File: config.mk
export PLATFORM = sky130hd
export DESIGN_NAME = ringtone_text_to_notes_flat
export DESIGN_NICKNAME = d
export VERILOG_FILES = /design/src/design/rtn_pkg.sv /design/src/design/rtn_channels.sv /design/src/design/ringtone_text_to_notes.sv /design/src/design/rtn_divider.sv /design/src/flat_wrapper.sv
export SDC_FILE = /design/constraint.sdc
export NUM_CORES = 1
export LEC_CHECK = 0
export ABC_CLOCK_PERIOD_IN_PS = 9850
export BUFFER_PORTS_ARGS = -buffer_cell sky130_fd_sc_hd__clkbuf_2
export CORE_UTILIZATION = 62
export CTS_BUF_LIST = sky130_fd_sc_hd__clkbuf_16
export DETAILED_ROUTE_END_ITERATION = 7
export GPL_TIMING_DRIVEN = 0
export PLACE_DENSITY_LB_ADDON = 0.05
export SETUP_SLACK_MARGIN = 0.1
export SLEW_MARGIN = 0
export SYNTH_ARGS = -nofsm -noshare
export SYNTH_HDL_FRONTEND = slang
export SYNTH_SLANG_ARGS = --single-unit
File: constraint.sdc
create_clock -name clock -period 9.85 [get_ports clock]
set_input_delay 0.4925 -clock clock [delete_from_list [all_inputs] [get_ports clock]]
set_output_delay 0.4925 -clock clock [all_outputs]
set_load 0.01 [all_outputs]
File: src/design/rtn_pkg.sv
package rtn_pkg;

   // divider operand widths
   localparam int unsigned DivNumBits = 18;
   localparam int unsigned DivDenBits = 16;
   localparam int unsigned DivCntBits = 5;

   localparam logic [17:0] MsPerMinute = 18'd60000;

   // characters of the ringtone text
   localparam logic [7:0] ChColon = 8'h3a;
   localparam logic [7:0] ChComma = 8'h2c;
   localparam logic [7:0] ChSharp = 8'h23;
   localparam logic [7:0] ChDot   = 8'h2e;
   localparam logic [7:0] ChZero  = 8'h30;
   localparam logic [7:0] ChThree = 8'h33;
   localparam logic [7:0] ChSeven = 8'h37;
   localparam logic [7:0] ChNine  = 8'h39;
   localparam logic [7:0] ChLowA  = 8'h61;
   localparam logic [7:0] ChLowB  = 8'h62;
   localparam logic [7:0] ChLowC  = 8'h63;
   localparam logic [7:0] ChLowD  = 8'h64;
   localparam logic [7:0] ChLowE  = 8'h65;
   localparam logic [7:0] ChLowF  = 8'h66;
   localparam logic [7:0] ChLowG  = 8'h67;
   localparam logic [7:0] ChLowO  = 8'h6f;

   localparam logic [7:0] DefaultLength = 8'd4;
   localparam logic [3:0] DefaultOctave = 4'd6;
   localparam logic [15:0] DefaultBpm   = 16'd63;

   // first table octave times twelve
   localparam logic [6:0] TableBase = 7'd48;
   localparam logic [6:0] TableLast = 7'd48;

   function automatic logic [3:0] letter_step(input logic [7:0] c);
      logic [3:0] s;
      case (c)
         ChLowC:  s = 4'd1;
         ChLowD:  s = 4'd3;
         ChLowE:  s = 4'd5;
         ChLowF:  s = 4'd6;
         ChLowG:  s = 4'd8;
         ChLowA:  s = 4'd10;
         ChLowB:  s = 4'd12;
         default: s = 4'd0;
      endcase
      return s;
   endfunction

   function automatic logic [11:0] tone_of(input logic [5:0] idx);
      logic [11:0] f;
      case (idx)
         6'd1:  f = 12'd262;  6'd2:  f = 12'd277;  6'd3:  f = 12'd294;
         6'd4:  f = 12'd311;  6'd5:  f = 12'd330;  6'd6:  f = 12'd349;
         6'd7:  f = 12'd370;  6'd8:  f = 12'd392;  6'd9:  f = 12'd415;
         6'd10: f = 12'd440;  6'd11: f = 12'd466;  6'd12: f = 12'd494;
         6'd13: f = 12'd523;  6'd14: f = 12'd554;  6'd15: f = 12'd587;
         6'd16: f = 12'd622;  6'd17: f = 12'd659;  6'd18: f = 12'd698;
         6'd19: f = 12'd740;  6'd20: f = 12'd784;  6'd21: f = 12'd831;
         6'd22: f = 12'd880;  6'd23: f = 12'd932;  6'd24: f = 12'd988;
         6'd25: f = 12'd1047; 6'd26: f = 12'd1109; 6'd27: f = 12'd1175;
         6'd28: f = 12'd1245; 6'd29: f = 12'd1319; 6'd30: f = 12'd1397;
         6'd31: f = 12'd1480; 6'd32: f = 12'd1568; 6'd33: f = 12'd1661;
         6'd34: f = 12'd1760; 6'd35: f = 12'd1865; 6'd36: f = 12'd1976;
         6'd37: f = 12'd2093; 6'd38: f = 12'd2217; 6'd39: f = 12'd2349;
         6'd40: f = 12'd2489; 6'd41: f = 12'd2637; 6'd42: f = 12'd2794;
         6'd43: f = 12'd2960; 6'd44: f = 12'd3136; 6'd45: f = 12'd3322;
         6'd46: f = 12'd3520; 6'd47: f = 12'd3729; 6'd48: f = 12'd3951;
         default: f = 12'd0;
      endcase
      return f;
   endfunction

endpackage

File: src/design/rtn_channels.sv
interface rtn_req_if;
   logic       valid;
   logic       ready;
   logic [7:0] text_byte;
   logic       end_of_text;
   modport source(output valid, text_byte, end_of_text, input ready);
   modport sink(input valid, text_byte, end_of_text, output ready);
endinterface

interface rtn_rsp_if;
   logic        valid;
   logic        ready;
   logic [11:0] tone_hz;
   logic [18:0] length_ms;
   logic        bad_note;
   logic        last_of_run;
   modport source(output valid, tone_hz, length_ms, bad_note, last_of_run, input ready);
   modport sink(input valid, tone_hz, length_ms, bad_note, last_of_run, output ready);
endinterface

File: src/design/ringtone_text_to_notes.sv
// ringtone text to notes
// req_ch takes the ringtone text one byte per item, end_of_text on the last
// byte. the name is skipped up to ':', then the d=, o= and b= defaults are
// read, then the notes. rsp_ch gives zero, one or two items per text byte:
// tone in hz, length in ms, an error flag and last_of_run on the final
// item caused by that byte.
// a byte is processed one parse step per cycle. a byte that completes a
// note runs a shared bit-serial divider (whole note / duration), and the
// byte that ends the header runs it once for 60000 / bpm when bpm is not
// zero. a note byte's result is registered once the divider is done, and
// the next byte is taken only after rsp_ch has accepted its results.
// req_ch.ready is high only while no byte is in work; one byte at a time.
// while rsp_ch is stalled the result stays in the output register and the
// parser waits. reset (synchronous) returns the parser to the name field,
// with defaults 4, 6 and 63; end of text does the same after its output.
module ringtone_text_to_notes (
   input logic clock,
   input logic reset,
   rtn_req_if.sink   req_ch,
   rtn_rsp_if.source rsp_ch
);

   typedef enum logic [3:0] {
      PH_NAME, PH_HDR_D, PH_D_EQ, PH_D_NUM, PH_HDR_O, PH_O_EQ, PH_O_VAL,
      PH_O_SKIP, PH_HDR_B, PH_B_EQ, PH_B_NUM, PH_DUR, PH_LETTER, PH_SHARP,
      PH_DOT, PH_OCT
   } phase_type;

   typedef enum logic [2:0] {
      S_IDLE, S_STEP, S_WDIV, S_EDIV, S_FIN, S_OUT
   } seq_type;

   seq_type     seq_ff;
   phase_type   phase_ff;
   logic [7:0]  byte_ff;
   logic        eot_ff;
   logic        again_ff;

   logic [7:0]  dlen_ff;
   logic [3:0]  doct_ff;
   logic [15:0] bpm_ff;
   logic [17:0] whole_ff;
   logic [15:0] acc_ff;
   logic [3:0]  step_ff;
   logic        dot_ff;
   logic [3:0]  oct_ff;
   logic        pend_ff;

   // result being built
   logic        have_res_ff;
   logic [11:0] res_hz_ff;
   logic        res_bad_ff;
   logic        res_dot_ff;
   logic        res_zero_ff;
   logic [18:0] res_len_ff;

   // output register
   logic        out_valid_ff;
   logic [11:0] out_hz_ff;
   logic [18:0] out_len_ff;
   logic        out_bad_ff;
   logic        out_last_ff;

   // divider launch
   logic        div_go_ff;
   logic [17:0] div_num_ff;
   logic [15:0] div_den_ff;
   logic        div_done;
   logic [17:0] div_q;

   rtn_divider u_div (
      .clock    (clock),
      .reset    (reset),
      .start    (div_go_ff),
      .dividend (div_num_ff),
      .divisor  (div_den_ff),
      .done     (div_done),
      .quotient (div_q)
   );

   // byte classes
   logic       is_digit;
   logic [3:0] digit_val;
   logic [19:0] acc_times_ten;
   logic [15:0] acc_pushed;

   assign is_digit  = (byte_ff >= rtn_pkg::ChZero) && (byte_ff <= rtn_pkg::ChNine);
   assign digit_val = 4'(byte_ff - rtn_pkg::ChZero);
   assign acc_times_ten = {1'b0, acc_ff, 3'b000} + {3'b000, acc_ff, 1'b0}
                          + {16'd0, digit_val};
   assign acc_pushed = (acc_times_ten > 20'd65535) ? 16'hffff : acc_times_ten[15:0];

   // operands of the note that is emitted now
   logic [15:0] emit_den;
   logic [6:0]  tab_pos;
   logic        tab_ok;
   logic [11:0] emit_hz;
   logic        emit_bad;

   assign emit_den = (acc_ff != 16'd0) ? acc_ff : {8'd0, dlen_ff};
   // octave times twelve plus step, table starts at octave four
   assign tab_pos  = {oct_ff, 3'b000} + {1'b0, oct_ff, 2'b00} + {3'b000, step_ff};
   assign tab_ok   = (tab_pos >= rtn_pkg::TableBase)
                     && (7'(tab_pos - rtn_pkg::TableBase) <= rtn_pkg::TableLast);
   assign emit_hz  = (step_ff != 4'd0 && tab_ok)
                     ? rtn_pkg::tone_of(6'(tab_pos - rtn_pkg::TableBase)) : 12'd0;
   assign emit_bad = (bpm_ff == 16'd0) || (emit_den == 16'd0)
                     || (step_ff != 4'd0 && !tab_ok);

   // length from the divider, plus half when dotted
   logic [17:0] len_base;
   logic [18:0] len_total;
   assign len_base  = res_zero_ff ? 18'd0 : div_q;
   assign len_total = {1'b0, len_base} + (res_dot_ff ? {2'b00, len_base[17:1]} : 19'd0);

   always_ff @(posedge clock) begin
      if (reset) begin
         seq_ff       <= S_IDLE;
         phase_ff     <= PH_NAME;
         dlen_ff      <= rtn_pkg::DefaultLength;
         doct_ff      <= rtn_pkg::DefaultOctave;
         bpm_ff       <= rtn_pkg::DefaultBpm;
         whole_ff     <= '0;
         acc_ff       <= '0;
         step_ff      <= '0;
         dot_ff       <= 1'b0;
         oct_ff       <= '0;
         pend_ff      <= 1'b0;
         have_res_ff  <= 1'b0;
         out_valid_ff <= 1'b0;
         div_go_ff    <= 1'b0;
         again_ff     <= 1'b0;
      end else begin
         div_go_ff <= 1'b0;
         unique case (seq_ff)
            S_IDLE: begin
               if (req_ch.valid) begin
                  byte_ff <= req_ch.text_byte;
                  eot_ff  <= req_ch.end_of_text;
                  seq_ff  <= S_STEP;
               end
            end

            // one parse step per cycle
            S_STEP: begin
               seq_ff <= S_FIN;
               unique case (phase_ff)
                  PH_NAME: if (byte_ff == rtn_pkg::ChColon) phase_ff <= PH_HDR_D;
                  PH_HDR_D: begin
                     if (byte_ff == rtn_pkg::ChLowD) phase_ff <= PH_D_EQ;
                     else begin
                        phase_ff <= PH_HDR_O;
                        seq_ff   <= S_STEP;
                     end
                  end
                  PH_D_EQ: begin
                     acc_ff   <= '0;
                     phase_ff <= PH_D_NUM;
                  end
                  PH_D_NUM: begin
                     if (is_digit) acc_ff <= acc_pushed;
                     else begin
                        if (acc_ff != 16'd0)
                           dlen_ff <= (acc_ff > 16'd255) ? 8'd255 : acc_ff[7:0];
                        acc_ff   <= '0;
                        phase_ff <= PH_HDR_O;
                     end
                  end
                  PH_HDR_O: begin
                     if (byte_ff == rtn_pkg::ChLowO) phase_ff <= PH_O_EQ;
                     else begin
                        phase_ff <= PH_HDR_B;
                        seq_ff   <= S_STEP;
                     end
                  end
                  PH_O_EQ: phase_ff <= PH_O_VAL;
                  PH_O_VAL: begin
                     if (byte_ff >= rtn_pkg::ChThree && byte_ff <= rtn_pkg::ChSeven)
                        doct_ff <= digit_val;
                     phase_ff <= PH_O_SKIP;
                  end
                  PH_O_SKIP: phase_ff <= PH_HDR_B;
                  PH_HDR_B, PH_B_NUM: begin
                     if (phase_ff == PH_HDR_B && byte_ff == rtn_pkg::ChLowB)
                        phase_ff <= PH_B_EQ;
                     else if (phase_ff == PH_B_NUM && is_digit)
                        acc_ff <= acc_pushed;
                     else begin
                        // header done: whole note time from bpm
                        logic [15:0] bpm_new;
                        bpm_new = (phase_ff == PH_B_NUM) ? acc_ff : bpm_ff;
                        bpm_ff   <= bpm_new;
                        again_ff <= (phase_ff == PH_HDR_B);
                        if (bpm_new == 16'd0) begin
                           whole_ff <= '0;
                           acc_ff   <= '0;
                           phase_ff <= PH_DUR;
                           seq_ff   <= (phase_ff == PH_HDR_B) ? S_STEP : S_FIN;
                        end else begin
                           div_go_ff  <= 1'b1;
                           div_num_ff <= rtn_pkg::MsPerMinute;
                           div_den_ff <= bpm_new;
                           seq_ff     <= S_WDIV;
                        end
                     end
                  end
                  PH_B_EQ: begin
                     acc_ff   <= '0;
                     phase_ff <= PH_B_NUM;
                  end
                  PH_DUR: begin
                     if (is_digit) acc_ff <= acc_pushed;
                     else begin
                        step_ff  <= rtn_pkg::letter_step(byte_ff);
                        dot_ff   <= 1'b0;
                        oct_ff   <= doct_ff;
                        pend_ff  <= 1'b1;
                        phase_ff <= PH_LETTER;
                     end
                  end
                  default: begin
                     if (byte_ff == rtn_pkg::ChSharp && phase_ff == PH_LETTER) begin
                        if (step_ff != 4'd0) step_ff <= step_ff + 4'd1;
                        phase_ff <= PH_SHARP;
                     end else if (byte_ff == rtn_pkg::ChDot
                                  && (phase_ff == PH_LETTER || phase_ff == PH_SHARP)) begin
                        dot_ff   <= 1'b1;
                        phase_ff <= PH_DOT;
                     end else if (is_digit && phase_ff != PH_OCT) begin
                        oct_ff   <= digit_val;
                        phase_ff <= PH_OCT;
                     end else begin
                        // note complete: launch the length division
                        res_hz_ff   <= emit_hz;
                        res_bad_ff  <= emit_bad;
                        res_dot_ff  <= dot_ff;
                        res_zero_ff <= (emit_den == 16'd0);
                        div_go_ff   <= 1'b1;
                        div_num_ff  <= whole_ff;
                        div_den_ff  <= emit_den;
                        pend_ff     <= 1'b0;
                        acc_ff      <= '0;
                        phase_ff    <= PH_DUR;
                        again_ff    <= (byte_ff != rtn_pkg::ChComma);
                        seq_ff      <= S_EDIV;
                     end
                  end
               endcase
            end

            S_WDIV: begin
               if (div_done) begin
                  whole_ff <= {div_q[15:0], 2'b00};
                  acc_ff   <= '0;
                  phase_ff <= PH_DUR;
                  seq_ff   <= again_ff ? S_STEP : S_FIN;
               end
            end

            S_EDIV: begin
               if (div_done) begin
                  res_len_ff  <= len_total;
                  have_res_ff <= 1'b1;
                  seq_ff      <= again_ff ? S_STEP : S_FIN;
               end
            end

            // deliver results, flush at end of text
            S_FIN: begin
               again_ff <= 1'b0;
               if (have_res_ff) begin
                  out_valid_ff <= 1'b1;
                  out_hz_ff    <= res_hz_ff;
                  out_len_ff   <= res_len_ff;
                  out_bad_ff   <= res_bad_ff;
                  out_last_ff  <= !(eot_ff && pend_ff);
                  have_res_ff  <= 1'b0;
                  seq_ff       <= S_OUT;
               end else if (eot_ff && pend_ff) begin
                  res_hz_ff   <= emit_hz;
                  res_bad_ff  <= emit_bad;
                  res_dot_ff  <= dot_ff;
                  res_zero_ff <= (emit_den == 16'd0);
                  div_go_ff   <= 1'b1;
                  div_num_ff  <= whole_ff;
                  div_den_ff  <= emit_den;
                  pend_ff     <= 1'b0;
                  acc_ff      <= '0;
                  seq_ff      <= S_EDIV;
               end else begin
                  if (eot_ff) begin
                     phase_ff <= PH_NAME;
                     dlen_ff  <= rtn_pkg::DefaultLength;
                     doct_ff  <= rtn_pkg::DefaultOctave;
                     bpm_ff   <= rtn_pkg::DefaultBpm;
                     whole_ff <= '0;
                     acc_ff   <= '0;
                     step_ff  <= '0;
                     dot_ff   <= 1'b0;
                     oct_ff   <= '0;
                  end
                  seq_ff <= S_IDLE;
               end
            end

            S_OUT: begin
               if (rsp_ch.ready) begin
                  out_valid_ff <= 1'b0;
                  seq_ff       <= S_FIN;
               end
            end

            default: seq_ff <= S_IDLE;
         endcase
      end
   end

   assign req_ch.ready       = (seq_ff == S_IDLE);
   assign rsp_ch.valid       = out_valid_ff;
   assign rsp_ch.tone_hz     = out_hz_ff;
   assign rsp_ch.length_ms   = out_len_ff;
   assign rsp_ch.bad_note    = out_bad_ff;
   assign rsp_ch.last_of_run = out_last_ff;

   // output register is only live while waiting for the receiver
   a_out_state: assert property (@(posedge clock) disable iff (reset)
      rsp_ch.valid |-> seq_ff == S_OUT)
      else $error("result shown outside output state");

   // divider finishes only while the sequencer waits for it
   a_div_wait: assert property (@(posedge clock) disable iff (reset)
      div_done |-> (seq_ff == S_WDIV || seq_ff == S_EDIV))
      else $error("divider result with nobody waiting");

   // no new byte while a result is still held
   a_no_take: assert property (@(posedge clock) disable iff (reset)
      req_ch.ready |-> !have_res_ff && !rsp_ch.valid)
      else $error("byte taken with result outstanding");

   // a result leaves only after a handshake
   a_hold: assert property (@(posedge clock) disable iff (reset)
      rsp_ch.valid && !rsp_ch.ready |=> rsp_ch.valid && $stable(rsp_ch.length_ms))
      else $error("stalled result dropped");

endmodule

File: src/design/rtn_divider.sv
module rtn_divider (
   input  logic        clock,
   input  logic        reset,
   input  logic        start,
   input  logic [17:0] dividend,
   input  logic [15:0] divisor,
   output logic        done,
   output logic [17:0] quotient
);

   logic [15:0] rem_ff;
   logic [17:0] quo_ff;
   logic [15:0] den_ff;
   logic [4:0]  cnt_ff;
   logic        busy_ff;
   logic        done_ff;
   logic [16:0] trial;
   logic        fits;

   // one quotient bit per cycle, restoring
   assign trial = {rem_ff, quo_ff[17]};
   assign fits  = trial >= {1'b0, den_ff};

   always_ff @(posedge clock) begin
      if (reset) begin
         busy_ff <= 1'b0;
         done_ff <= 1'b0;
         cnt_ff  <= '0;
      end else begin
         done_ff <= 1'b0;
         if (start) begin
            rem_ff  <= '0;
            quo_ff  <= dividend;
            den_ff  <= divisor;
            cnt_ff  <= '0;
            busy_ff <= 1'b1;
         end else if (busy_ff) begin
            rem_ff <= fits ? 16'(trial - {1'b0, den_ff}) : trial[15:0];
            quo_ff <= {quo_ff[16:0], fits};
            cnt_ff <= cnt_ff + 5'd1;
            if (cnt_ff == 5'(rtn_pkg::DivNumBits - 1)) begin
               busy_ff <= 1'b0;
               done_ff <= 1'b1;
            end
         end
      end
   end

   assign done     = done_ff;
   assign quotient = quo_ff;

endmodule
File: src/flat_wrapper.sv
// flat-port wrapper written by rule: the top's interface ports become plain ports
module ringtone_text_to_notes_flat 
  (clock, reset, req_ch_valid, req_ch_text_byte, req_ch_end_of_text, req_ch_ready, rsp_ch_valid, rsp_ch_tone_hz, rsp_ch_length_ms, rsp_ch_bad_note, rsp_ch_last_of_run, rsp_ch_ready);
  rtn_req_if req_ch_i ();
  rtn_rsp_if rsp_ch_i ();
  input logic clock;
  input logic reset;
  input wire logic [$bits(req_ch_i.valid)-1:0] req_ch_valid;
  input wire logic [$bits(req_ch_i.text_byte)-1:0] req_ch_text_byte;
  input wire logic [$bits(req_ch_i.end_of_text)-1:0] req_ch_end_of_text;
  output wire logic [$bits(req_ch_i.ready)-1:0] req_ch_ready;
  output wire logic [$bits(rsp_ch_i.valid)-1:0] rsp_ch_valid;
  output wire logic [$bits(rsp_ch_i.tone_hz)-1:0] rsp_ch_tone_hz;
  output wire logic [$bits(rsp_ch_i.length_ms)-1:0] rsp_ch_length_ms;
  output wire logic [$bits(rsp_ch_i.bad_note)-1:0] rsp_ch_bad_note;
  output wire logic [$bits(rsp_ch_i.last_of_run)-1:0] rsp_ch_last_of_run;
  input wire logic [$bits(rsp_ch_i.ready)-1:0] rsp_ch_ready;
  assign req_ch_i.valid = req_ch_valid;
  assign req_ch_i.text_byte = req_ch_text_byte;
  assign req_ch_i.end_of_text = req_ch_end_of_text;
  assign req_ch_ready = req_ch_i.ready;
  assign rsp_ch_valid = rsp_ch_i.valid;
  assign rsp_ch_tone_hz = rsp_ch_i.tone_hz;
  assign rsp_ch_length_ms = rsp_ch_i.length_ms;
  assign rsp_ch_bad_note = rsp_ch_i.bad_note;
  assign rsp_ch_last_of_run = rsp_ch_i.last_of_run;
  assign rsp_ch_i.ready = rsp_ch_ready;
  ringtone_text_to_notes u_core (.clock(clock), .reset(reset), .req_ch(req_ch_i), .rsp_ch(rsp_ch_i));
endmodule
==> impl_summary.md <==
Status
The flow ran to the end, and the final reports show no timing, DRC or antenna violations.

Clock network
After clock tree synthesis, the setup repair step added 0 buffers. The number of buffers on the longest clock path is 3. The TritonCTS clock tree is yes. The root cell of the clock tree is clkbuf_16. Hold repair after CTS inserted 0 buffers. The clock transition time at the flip-flop clock pins of the worst setup and hold paths is 0.06 ns. The H-tree depth reported by CTS is 1.

The clock insertion delay at the later pin of the skew report is 0.52 ns. The clock drives 246 sinks. The number of resized instances in the post-cts repair step is 0. The clock buffer count from CTS is 26.

Placement
Once placement finished, the instance area stood at 14500 µm². The number of cells in the design after placement is 1711. The wire-length estimate of the detail-placed layout is 23.47 mm. Port buffering added 46 buffers. The weighted congestion at the end of routability-driven global placement is 0.9284.

Drt
The routed length per placed instance is 18.34 µm. The number of routed nets with antenna violations is 0. Dividing the detail-routed via count by the number of cells gives 6.139. The total via count in the routed design is 10800.

The routed wire length is 32.26 mm. The number of detailed-routing iterations run before antenna repair is 6. The violation count after the first detailed-routing iteration is 881. In the routed design, unresolved DRC markers number 0.

Synth
After synthesis, the share of flip-flops with an asynchronous set or reset is 0%. After synthesis the cells add up to 13820 µm². Synthesis produced a netlist whose cell count is 1381. The number of nets in the synthesized netlist is 1486. In this run the mean area of a mapped cell was 10.01 µm². Counting flops with a built-in enable in the synthesized netlist gives 158. Of the synthesized area, sequential elements account for 47.09%.

The synthesized design contains 246 register bits. Among all flip-flop cells after synthesis, the most frequent one is edfxtp_1. Counting distinct cell types in the post-synthesis netlist gives 84. The total of warnings raised by yosys is 0.

Pwr
Net switching is 27.57% of the power. For this design the ratio of total power to cell area is 163.8 nW/µm². The peak supply drop is 0.0001358 V. The reported leakage power is 5.933 nW.

The share of total power dissipated in sequential elements is 44.4%. The post-layout total power is 2.512 mW. The part of the power in the clock network is 38.1%. In this run the power spent charging and discharging nets is 0.6926 mW. The internal portion of total power is 1.819 mW. The combinational cell fraction of total power is 17.6%.

Critical path
The kind of end point of the critical path is a register. The top cell family by delay on the critical path is adder cells. The number of stages on the worst setup path is 12.

The element type at the critical path start is a register. STA puts the critical path data required time at 10.10 ns. For this design, the slowest cell found on the critical path is fa_1.

Together, buffers and inverters on the worst path number 3. The data arrival at the endpoint of the critical path is 4.23 ns. Traced cell by cell, the critical path runs through fa_1 > ha_1 > fa_1 > clkbuf_1 > clkinv_1 > ha_1 > nand3_1 > a31o_2 > a21oi_1 > nand2b_1 > clkbuf_1 > nor3_1. The cell depth of the worst flop-to-flop path is 12. The category of the critical setup timing path is reg2reg. The maximum fanout along the worst path is 10.

The maximum cell stage delay along the critical path is 0.51 ns.

STA
Setup repair after global routing left no endpoint under its margin. The slew at the pin with the worst max-slew slack is 1.202 ns. Measured against its own limit, the worst slew margin works out to 19.57%. The setup TNS is 0 ns. The clock period minus final worst setup slack is 3.981 ns.

Timing would allow up to 0.2512 GHz. The worst path uses 40.41% of the clock period. The clock skew after layout is 0.008681 ns. The count of endpoints failing hold in the final timing report is 0. The count of pins over their slew limit is 0.

The final count of negative-setup-slack endpoints is 0.

Cells and area
The filler cells instantiated in the layout total 1697. The multi-input combinational cells in the finished layout cover a total of 6838 µm². Of the cells placed in the final design, the portion with a size suffix greater than 1 is 10.95%. The number of nets at the end of the flow is 1564. The area taken by flip-flops and latches is 6506 µm². The count of placed standard cells in the final layout, fillers left out is 1759. The number of antenna diodes in the final layout is 0. The area growth from synthesis to layout is 11.01%. The final cell area excluding filler cells is 15340 µm².

Floorplanning
The floorplan step set the die width to 151.3 µm. In this run the vertical extent of the chip is 151.3 µm. The die area is 22890 µm². In this run the standard cell core region covers 21820 µm². The initial cell density of the core is 63.31%.

In this run the core area contains 54 standard-cell rows. Pin placement for this block handled 48 I/O pins.

Run
The tool flagged a number of max-cap violations equal to 0.

Global route
For this run, the total global-route usage over all layers was measured as 28.63%. The number of antenna violations at the first check in global routing is 0. The maximum number of pins on one net before global-route repair is 33. The via count of the first global-routing pass is 10170.

The first-pass GRT wire length is 51.81 mm. After global routing the overflow that remains totals 0.

Min path
The hold path depth is 1. The worst hold-check path type is in2reg.
[through the flow]
step,hold WS (ns),util [%],worst slack [ns]
2_1_floorplan,0.4003,-,6.362
3_3_place_gp,0.4004,65.97,5.329
3_5_place_dp,0.4045,66.43,5.948
4_1_cts,0.1229,70.28,5.927
5_1_grt,0.1294,70.28,5.670
6_report,0.1428,70.28,5.869
[logic make-up (layout without fill, tap and decap cells)]
| family | after synthesis | in the layout | share of synthesized area, % |
|---|---|---|---|
| xor gates and xnor gates | 42 | 42 | 2.662 |
| adders and majority gates | 93 | 93 | 8.730 |
| and+or+nand+nor | 471 | 471 | 17.49 |
| buffers and inverters | 125 | 223 | 3.658 |
| AOI/OAI and AO/OA | 362 | 362 | 17.11 |
| muxes | 42 | 42 | 3.269 |
| DFF | 246 | 246 | 47.09 |
[layout by cell type (no fill, tap or decap), types with 6 or more instances in the layout]
cell / instances
or3_1: 7
nand4_1: 12
edfxtp_1: 158
nor3_1: 34
xnor2_1: 29
inv_1: 58
dfxtp_1: 88
nand2b_1: 27
o21bai_1: 8
clkbuf_2: 47
fa_1: 6
and2_1: 32
xor2_1: 13
mux2_2: 25
a221o_1: 15
nand3_1: 46
nand2_1: 102
o22ai_1: 8
nor2b_1: 37
o21a_1: 14
a21o_1: 13
a21oi_1: 125
a31oi_1: 8
clkbuf_16: 27
a211oi_1: 22
o22a_1: 15
o21ai_0: 62
o211ai_1: 11
or2_2: 9
buf_2: 10
and3_1: 9
a22o_1: 12
clkbuf_1: 56
ha_1: 86
mux2i_1: 17
nor4_1: 16
nor2_1: 105
[layer usage]
layer  track usage, %  vias to the layer above  share of wire, %
li1                 -                     5245                 -
met1            39.28                     5126                45
met3            3.675                       52               5.4
met2            47.99                      375                48
met5                0                        -                 0
met4            6.700                        0               2.0
[final cells by class]
cell class	instances	share of cell area [%]
plain buffers	75	2.072
clock buffers	27	4.405
clock inverters	21	1.085
inverters	50	1.224
multi-input cells	1010	44.58
flip-flops and latches	246	42.42
well taps	280	2.284
repair buffers	50	1.933
[state kept, by name (all words and copies together), names as in the netlist, 3 cells and up]
| signal | cells |
|---|---|
| u_core.res_len_ff | 19 |
| u_core.rsp_ch.length_ms | 19 |
| u_core.u_div.quotient | 18 |
| u_core.acc_ff | 16 |
| u_core.bpm_ff | 16 |
| u_core.div_den_ff | 16 |
| u_core.div_num_ff | 16 |
| u_core.u_div.den_ff | 16 |
| u_core.u_div.rem_ff | 16 |
| u_core.whole_ff | 16 |
| u_core.res_hz_ff | 12 |
| u_core.rsp_ch.tone_hz | 12 |
| u_core.byte_ff | 8 |
| u_core.dlen_ff | 8 |
| u_core.u_div.cnt_ff | 5 |
| u_core.doct_ff | 4 |
| u_core.oct_ff | 4 |
| u_core.phase_ff | 4 |
| u_core.step_ff | 4 |
| u_core.seq_ff | 3 |
[worst register-to-register path, delay by kind of cell, from the launching register on]
family          cells  cell delay, ns
flops               1            0.41
fa+ha+maj           4            1.52
buf+inv             3            1.12
compound gates      2            0.23
simple gates        3            0.44
[power by group through the flow]
stage	clock network, mW	logic, mW	registers, mW
floorplan	0	0.319	1.13
CTS	0.973	0.430	1.11
finish	0.956	0.442	1.11
global placement	0	0.426	1.14
detailed placement	0	0.427	1.14
global route	1.01	0.486	1.11
[final timing paths]
path                                               end  slack (ns)                            from
setup / recovery     u_core.res_hz_ff[5]$_SDFFCE_PN0P_        5.87  u_core.step_ff[3]$_SDFFE_PP0P_
hold / removal             u_core.byte_ff[7]$_DFFE_PP_        0.14             req_ch_text_byte[7]
hold reg to reg   u_core.rsp_ch.length_ms[3]$_DFFE_PP_        0.42  u_core.res_len_ff[3]$_DFFE_PP_
setup reg to reg     u_core.res_hz_ff[5]$_SDFFCE_PN0P_        5.87  u_core.step_ff[3]$_SDFFE_PP0P_
[cell usage after synthesis, drive strengths merged, types with 4 or more instances]
master | n | area (µm²)
and3 | 9 | 56.30
dfxtp | 88 | 1762
xor2 | 13 | 113.9
edfxtp | 158 | 4745
nor2b | 38 | 245.2
nand2 | 103 | 389.1
a21o | 13 | 97.59
and2 | 32 | 200.2
nor4 | 18 | 125.1
nor4b | 4 | 35.03
or3 | 7 | 43.79
or2 | 10 | 62.56
a221o | 15 | 150.1
a211oi | 23 | 172.7
nor3 | 36 | 185.2
a21oi | 131 | 685.7
nor2 | 109 | 416.7
clkbuf | 57 | 215.2
o211ai | 11 | 82.58
o22ai | 8 | 50.05
mux2i | 17 | 170.2
ha | 86 | 1076
a31oi | 8 | 50.05
o21ai | 67 | 335.3
buf | 18 | 102.6
nand3 | 46 | 230.2
o22a | 15 | 131.4
xnor2 | 29 | 254.0
o21bai | 8 | 60.06
fa | 6 | 120.1
nor3b | 5 | 47.54
a22o | 12 | 105.1
nand3b | 4 | 30.03
nand2b | 27 | 168.9
mux2 | 25 | 281.5
inv | 49 | 183.9
nand4 | 12 | 75.07
o21a | 14 | 105.1
Power figures use the tool's default switching activity.
